[src/rtl/ecc_pkg.sv]
// ----------------------------------------------------------------------------
// ecc_pkg
// Shared types, widths and helpers of the edge crossing counter.
// ----------------------------------------------------------------------------
package ecc_pkg;

	localparam int MAX_VERTICES = 64;
	localparam int ROW_W        = MAX_VERTICES;
	localparam int ADDR_W       = $clog2(MAX_VERTICES);
	localparam int END_W        = 6;
	localparam int NV_W         = 7;
	localparam int CNT_W        = 22;
	localparam int POP_W        = $clog2(ROW_W + 1);
	localparam int MIN_VERTICES = 4;

	// configuration register indexes
	localparam int CFG_IDX_W = 2;
	localparam logic [CFG_IDX_W-1:0] CFG_VERTEX_COUNT   = 2'd0;
	localparam logic [CFG_IDX_W-1:0] CFG_CROSSING_LIMIT = 2'd1;

	localparam logic [NV_W-1:0]  VERTEX_COUNT_RST   = NV_W'(64);
	localparam logic [CNT_W-1:0] CROSSING_LIMIT_RST = {CNT_W{1'b1}};

	typedef struct packed {
		logic [END_W-1:0] end_a;
		logic [END_W-1:0] end_b;
		logic             last_edge;
	} edge_item_t;

	typedef struct packed {
		logic [CNT_W-1:0] crossing_count;
		logic             limit_exceeded;
	} result_item_t;

	// one control word of the microprogram, as seen by the datapath
	typedef struct packed {
		logic accept;
		logic store_wr;
		logic cnt_init;
		logic rd_i;
		logic row_ld;
		logic k_init;
		logic rd_k;
		logic pop_ld;
		logic cnt_add;
		logic k_inc;
		logic j_inc;
		logic i_inc;
		logic set_over;
		logic emit;
	} ecc_ctl_t;

	// datapath conditions the sequencer can branch on
	typedef struct packed {
		logic no_in;
		logic not_last;
		logic n_small;
		logic i_end;
		logic j_end;
		logic bit_clr;
		logic over;
		logic k_more;
		logic out_busy;
	} ecc_flags_t;

	// bits counted per byte, then the byte counts summed
	function automatic logic [POP_W-1:0] popcount_row(input logic [ROW_W-1:0] v);
		localparam int NGRP = (ROW_W + 7) / 8;
		logic [NGRP*8-1:0] p;
		logic [3:0]        grp [NGRP];
		logic [POP_W-1:0]  sum;
		p = '0;
		p[ROW_W-1:0] = v;
		sum = '0;
		for (int g = 0; g < NGRP; g++) begin
			grp[g] = '0;
			for (int b = 0; b < 8; b++) begin
				grp[g] = grp[g] + 4'(p[g*8+b]);
			end
		end
		for (int g = 0; g < NGRP; g++) begin
			sum = sum + POP_W'(grp[g]);
		end
		return sum;
	endfunction

endpackage

[src/rtl/ecc_useq.sv]
// ----------------------------------------------------------------------------
// ecc_useq
// Microcode sequencer: step counter, control store and branch logic.
// ----------------------------------------------------------------------------
module ecc_useq (
	input  logic              clk,
	input  logic              arst_n,
	input  ecc_pkg::ecc_flags_t flags,
	output ecc_pkg::ecc_ctl_t   ctl
);
	import ecc_pkg::*;

	localparam int STEP_W = 4;
	localparam int COND_W = 4;

	localparam logic [STEP_W-1:0] ST_IDLE   = 4'd0;
	localparam logic [STEP_W-1:0] ST_STORE  = 4'd1;
	localparam logic [STEP_W-1:0] ST_INIT   = 4'd2;
	localparam logic [STEP_W-1:0] ST_I_TOP  = 4'd3;
	localparam logic [STEP_W-1:0] ST_I_LOAD = 4'd4;
	localparam logic [STEP_W-1:0] ST_J_TOP  = 4'd5;
	localparam logic [STEP_W-1:0] ST_J_TEST = 4'd6;
	localparam logic [STEP_W-1:0] ST_K_RD   = 4'd7;
	localparam logic [STEP_W-1:0] ST_K_POP  = 4'd8;
	localparam logic [STEP_W-1:0] ST_K_ADD  = 4'd9;
	localparam logic [STEP_W-1:0] ST_K_INC  = 4'd10;
	localparam logic [STEP_W-1:0] ST_J_INC  = 4'd11;
	localparam logic [STEP_W-1:0] ST_I_NEXT = 4'd12;
	localparam logic [STEP_W-1:0] ST_OVER   = 4'd14;
	localparam logic [STEP_W-1:0] ST_EMIT   = 4'd15;

	localparam logic [COND_W-1:0] C_NEVER    = 4'd0;
	localparam logic [COND_W-1:0] C_ALWAYS   = 4'd1;
	localparam logic [COND_W-1:0] C_NO_IN    = 4'd2;
	localparam logic [COND_W-1:0] C_NOT_LAST = 4'd3;
	localparam logic [COND_W-1:0] C_N_SMALL  = 4'd4;
	localparam logic [COND_W-1:0] C_I_END    = 4'd5;
	localparam logic [COND_W-1:0] C_J_END    = 4'd6;
	localparam logic [COND_W-1:0] C_BIT_CLR  = 4'd7;
	localparam logic [COND_W-1:0] C_OVER     = 4'd8;
	localparam logic [COND_W-1:0] C_K_MORE   = 4'd9;
	localparam logic [COND_W-1:0] C_OUT_BUSY = 4'd10;

	typedef struct packed {
		ecc_ctl_t            ctl;
		logic [COND_W-1:0]   cond;
		logic [STEP_W-1:0]   target;
	} ucode_t;

	// control store: a taken branch goes to target, otherwise to the next step
	function automatic ucode_t rom(input logic [STEP_W-1:0] s);
		ucode_t u;
		u = '0;
		unique case (s)
			ST_IDLE: begin
				u.ctl.accept = 1'b1;
				u.cond       = C_NO_IN;
				u.target     = ST_IDLE;
			end
			ST_STORE: begin
				u.ctl.store_wr = 1'b1;
				u.cond         = C_NOT_LAST;
				u.target       = ST_IDLE;
			end
			ST_INIT: begin
				u.ctl.cnt_init = 1'b1;
				u.cond         = C_N_SMALL;
				u.target       = ST_EMIT;
			end
			ST_I_TOP: begin
				u.ctl.rd_i = 1'b1;
				u.cond     = C_I_END;
				u.target   = ST_EMIT;
			end
			ST_I_LOAD: begin
				u.ctl.row_ld = 1'b1;
			end
			ST_J_TOP: begin
				u.cond   = C_J_END;
				u.target = ST_I_NEXT;
			end
			ST_J_TEST: begin
				u.ctl.k_init = 1'b1;
				u.cond       = C_BIT_CLR;
				u.target     = ST_J_INC;
			end
			ST_K_RD: begin
				u.ctl.rd_k = 1'b1;
			end
			ST_K_POP: begin
				u.ctl.pop_ld = 1'b1;
			end
			ST_K_ADD: begin
				u.ctl.cnt_add = 1'b1;
				u.cond        = C_OVER;
				u.target      = ST_OVER;
			end
			ST_K_INC: begin
				u.ctl.k_inc = 1'b1;
				u.cond      = C_K_MORE;
				u.target    = ST_K_RD;
			end
			ST_J_INC: begin
				u.ctl.j_inc = 1'b1;
				u.cond      = C_ALWAYS;
				u.target    = ST_J_TOP;
			end
			ST_I_NEXT: begin
				u.ctl.i_inc = 1'b1;
				u.cond      = C_ALWAYS;
				u.target    = ST_I_TOP;
			end
			ST_OVER: begin
				// falls through into the emit step
				u.ctl.set_over = 1'b1;
			end
			ST_EMIT: begin
				// waits while the result register is full and stalled, then wraps to idle
				u.ctl.emit = 1'b1;
				u.cond     = C_OUT_BUSY;
				u.target   = ST_EMIT;
			end
			default: begin
				u.cond   = C_ALWAYS;
				u.target = ST_IDLE;
			end
		endcase
		return u;
	endfunction

	logic [STEP_W-1:0] step_q;
	ucode_t            uc;
	logic              take;

	assign uc  = rom(step_q);
	assign ctl = uc.ctl;

	always_comb begin
		unique case (uc.cond)
			C_NEVER:    take = 1'b0;
			C_ALWAYS:   take = 1'b1;
			C_NO_IN:    take = flags.no_in;
			C_NOT_LAST: take = flags.not_last;
			C_N_SMALL:  take = flags.n_small;
			C_I_END:    take = flags.i_end;
			C_J_END:    take = flags.j_end;
			C_BIT_CLR:  take = flags.bit_clr;
			C_OVER:     take = flags.over;
			C_K_MORE:   take = flags.k_more;
			C_OUT_BUSY: take = flags.out_busy;
			default:    take = 1'b0;
		endcase
	end

	always_ff @(posedge clk or negedge arst_n) begin
		if (!arst_n) begin
			step_q <= ST_IDLE;
		end else begin
			step_q <= take ? uc.target : step_q + STEP_W'(1);
		end
	end

endmodule

[config.mk]
export PLATFORM = sky130hd
export DESIGN_NAME = ecc_useq
export DESIGN_NICKNAME = d
export VERILOG_FILES = /design/src/rtl/ecc_pkg.sv /design/src/rtl/ecc_useq.sv
export SDC_FILE = /design/constraint.sdc
export NUM_CORES = 1
export LEC_CHECK = 0
export BUFFER_PORTS_ARGS = -buffer_cell sky130_fd_sc_hd__buf_2
export CAP_MARGIN = 20
export CORE_MARGIN = 5
export CORE_UTILIZATION = 52
export DETAILED_ROUTE_END_ITERATION = 12
export GPL_TIMING_DRIVEN = 1
export PLACE_DENSITY = 0.94
export SYNTH_ARGS = -nofsm -noshare
export SYNTH_HDL_FRONTEND = slang
export SYNTH_SLANG_ARGS = --single-unit
[constraint.sdc]
create_clock -name clk -period 5.67 [get_ports clk]
set_clock_uncertainty 0.05 [all_clocks]
set_input_delay 1.134 -clock clk [delete_from_list [all_inputs] [get_ports clk]]
set_output_delay 1.134 -clock clk [all_outputs]
set_load 0.01 [all_outputs]
# Word-level counts from Yosys, hierarchy flattened
# Cells that the tools add are included.
# word_totals
reg_bits	4
in_bits	11
# classes
n_mux	17
n_addsub	1
reduce_logical	2
eq_ne	24
# op_table
operator	count
$pmux W8 S12	1
$eq A4 B4 Y1 const B	10
$eq A4 B3 Y1 const B	8
$eq A4 B2 Y1 const B	4
$mux W1	14
$pmux W1 S10	1
$eq A4 B1 Y1 const B	2
$add A4 B1 Y4 const B	1
$logic_not A4 Y1	1
$mux W4	1
$reduce_or A4 Y1	1

# Logic depth before layout (Yosys ltp)
# depth
ltp_word	6
depth_mapped	11
ltp_nobuf	9

# Worst setup path after synthesis
# Ideal clock, no wire load.
# synth_timing
path_type	reg-to-reg
startpoint	register step_q[1]
endpoint	register step_q[3]
arrival_time_ns	2.505
synth_period_minus_slack_ns	2.683
path_stages_with_launch	12
slack_ns	2.987
t_required_ns	5.492
setup_ns	0.128
path_cell_list	dfrtp_1 -> inv_1 -> ha_1 -> buf_6 -> mux2_2 -> o32a_1 -> o41a_1 -> and3_1 -> o22a_1 -> or3_1 -> buf_2 -> mux2i_1
# synth_via
elab_chain_len	6
# synth_lines
item	line	text
from (decl)	ecc_useq.sv:131	logic [STEP_W-1:0] step_q;
from (signal assigned)	ecc_useq.sv:159	step_q <= take ? uc.target : step_q + STEP_W'(1);
$eq A4 B4 Y1 or $eq A4 B3 Y1 (tied branches)	ecc_useq.sv:54	unique case (s)
$reduce_or A4 Y1 (no source line)	n/a	
$pmux W8 S12	ecc_useq.sv:54	
$eq A4 B4 Y1, or another cell as far along	ecc_useq.sv:139	unique case (uc.cond)
$pmux W1 S10	ecc_useq.sv:139	
$mux W4 *	ecc_useq.sv:159	
# Every way passes the cells marked *; elsewhere a longest branch is shown, timed or not.

==> key figures <==
Cells and area
  • Layout area overhead: 17.5%
  • Largest registers: step_q: 4 flops
  • ANT cells: 0
  • Share of layout cells above drive strength 1: 24.8%
  • Largest register by flop count: step_q
  • Nets: 131
  • Max reg flops: 4

Logic synthesis
  • Ys async rst share: 100%
  • Syn Nets: 110
  • Seq/Total Area, Yosys: 14.4%
  • Top_reg_cell synth: dfrtp_1
  • Mapped Area: 694 sq um
  • Area share of the largest cell type after synthesis: 14.4%
  • Top cells by count, synth: and2_1 (9), a21oi_1 (6), inv_1 (6), mux2i_1 (6), nor2_1 (6)
  • Post-synth EDFFs: 0
  • Syn_area_per_cell: 7.39 sq um
  • Cell type with the largest total area after synthesis: dfrtp_1
  • Post-synth cell types: 31
  • Most common cell in the synthesized netlist: and2_1
  • Synth Warn #: 0
  • Synth top area cells: dfrtp_1 (14%), ha_1 (9.0%), mux2i_1 (8.6%)
  • Post-synthesis register bit count: 4
  • Synthesized instance count: 94

Route
  • Initial DRT Pass Iterations: 4
  • Via density: 6.05
  • Routed length per instance: 13.5 um
  • Via count: 774
  • # DRC: 0
  • Final WL: 1730 um
  • Initial drt markers: 27
  • Final ANT Viol Nets: 0

Timing
  • RSZ-0062 raised after global routing: no
  • WHS: 513 ps
  • Final Hold Viols: 0
  • Tightest Pin Transition: 613 ps
  • Slew headroom: 59.1%
  • Highest clock rate: 344 MHz
  • Final worst path period share: 51.2%
  • Final setup viols: 0
  • Minimum clock period: 2910 ps
  • Fin Setup TNS: 0 ps
  • Final Max Slew Viols: 0

Placed design
  • Hpwl dp: 1320 um
  • Routability Congestion: 0.846
  • Number of I/O port buffers: 24

Global routing
  • Largest net degree at the start of global routing: 24
  • Grt total ovfl: 0
  • Antenna violations before repair: 0
  • Grt met3 use: 2.34%
  • M1 GR Usage: 23.4%
  • Vias in the first global route: 632
  • Global-route wire length before repair: 2730 um
  • Met2 Resource Use GR: 26.6%
  • Gr busiest metal: met2
  • GRT Resource Usage Total: 17.8%

Power
  • Worst VDD drop: 440 uV
  • Power per Cell Area: 760 nW/um^2
  • Pleak: 0.431 nW

Worst setup path
  • Worst path most repeated cell: inv_1
  • Critical path's top delay family: buffers and inverters
  • Critical path startpoint category: register
  • Crit path kind: reg -> out
  • Critical path buffer and inverter count: 3
  • Critical-path top delay cell: dfrtp_1
  • CP endpoint kind: primary output
  • Critical path arrival: 1720 ps
  • Critical Path, Cell by Cell: inv_1, ha_1, inv_1, nor3_1, buf_2
  • Max incr delay on CP: 400 ps
  • CP Data Required Time: 4490 ps
  • Crit path max fanout: 9

Flow run
  • Max Cap Violations: 0

Worst hold path
  • HP Class: reg -> reg

CTS
  • Clock root buffer: clkbuf_4
  • TritonCTS Buffers: 3
  • CTS Hold Bufs: 0
  • Setup bufs post-CTS: 0
  • H-Tree Depth: 1
  • CTS tree: yes
  • Clock net sink count: 4
  • Worst skew pair latency: 230 ps
  • Clock transition at path regs: 40 ps
  • Clk buf depth: 2
  • CTS resizes: 0

Die
  • Die W: 46.5 um
  • Area of the core: 1280 sq um
  • DIE AREA: 2170 sq um
  • Die height: 46.5 um
  • Rows: 13
  • Initial core utilization: 54.0%
  • Top Ports: 25

Outcome
  • Outcome: complete, no violations
-- cell type report --
class                           count  area [sq um]
Timing Repair Buffer               24           120
Multi-Input combinational cell     76           532
Tap cell                           15          18.8
Sequential cell                     4           100
Inverter                            6          22.5
Clock buffer                        3          22.5
Fill cell                         122           469
-- worst paths after layout --
check	start	end	slack, ps	cells past startpoint
min reg2reg	step_q[0]	step_q[0]	510	1
max in group asynchronous	arst_n	step_q[3]	4810	1
min	step_q[0]	step_q[0]	510	1
min in group asynchronous	arst_n	step_q[0]	650	1
max	step_q[1]	ctl[5]	2760	5
max reg2reg	step_q[0]	step_q[1]	2780	9
-- power by group --
part	internal [W]	switching, W
registers	0.0000472	0.0000468
logic	0.000230	0.000261
clock network	0.0000236	0.0000109
-- layer usage --
metal	up-vias	part of all wire [%]	wire [um]
met4	0	1.2	21
met5	-	0	0
met2	20	52	906
met3	2	4.1	70
met1	369	42	729
li1	383	-	-
-- cells in the final DEF (no fill, tap or decap), drive strengths merged, types with 2 or more instances in the layout --
| master | count |
|---|---|
| buf | 24 |
| mux2i | 6 |
| o22ai | 3 |
| nand2b | 3 |
| nor2 | 6 |
| and2 | 9 |
| dfrtp | 4 |
| or3 | 3 |
| nor3 | 5 |
| o32a | 2 |
| o21ai | 3 |
| ha | 5 |
| and3 | 5 |
| a21oi | 6 |
| inv | 6 |
| nor2b | 2 |
| a22o | 2 |
| a22oi | 2 |
| o22a | 3 |
| clkbuf | 3 |
| nand2 | 2 |
-- kinds of logic after synthesis --
kind of cell	count (synthesis)	share of synthesized area, %
buf+inv	14	9.01
fa+ha+maj	5	9.01
simple gates	36	28.5
flops	4	14.4
compound gates	27	27.6
xor+xnor	1	1.26
mux	7	10.3
-- metrics by stage --
stage	cells	util [%]	instance area [sq um]	setup slack (ps)	total power (W)
3_5_place_dp	125	61.7	793	2830	0.000584
3_3_place_gp	125	61.7	793	2910	0.000564
5_1_grt	128	63.5	816	2520	0.000686
2_1_floorplan	94	-	694	2990	0.000503
4_1_cts	128	63.5	816	2770	0.000621
6_report	128	63.5	816	2760	0.000620
(Power assumes the default switching activity.)
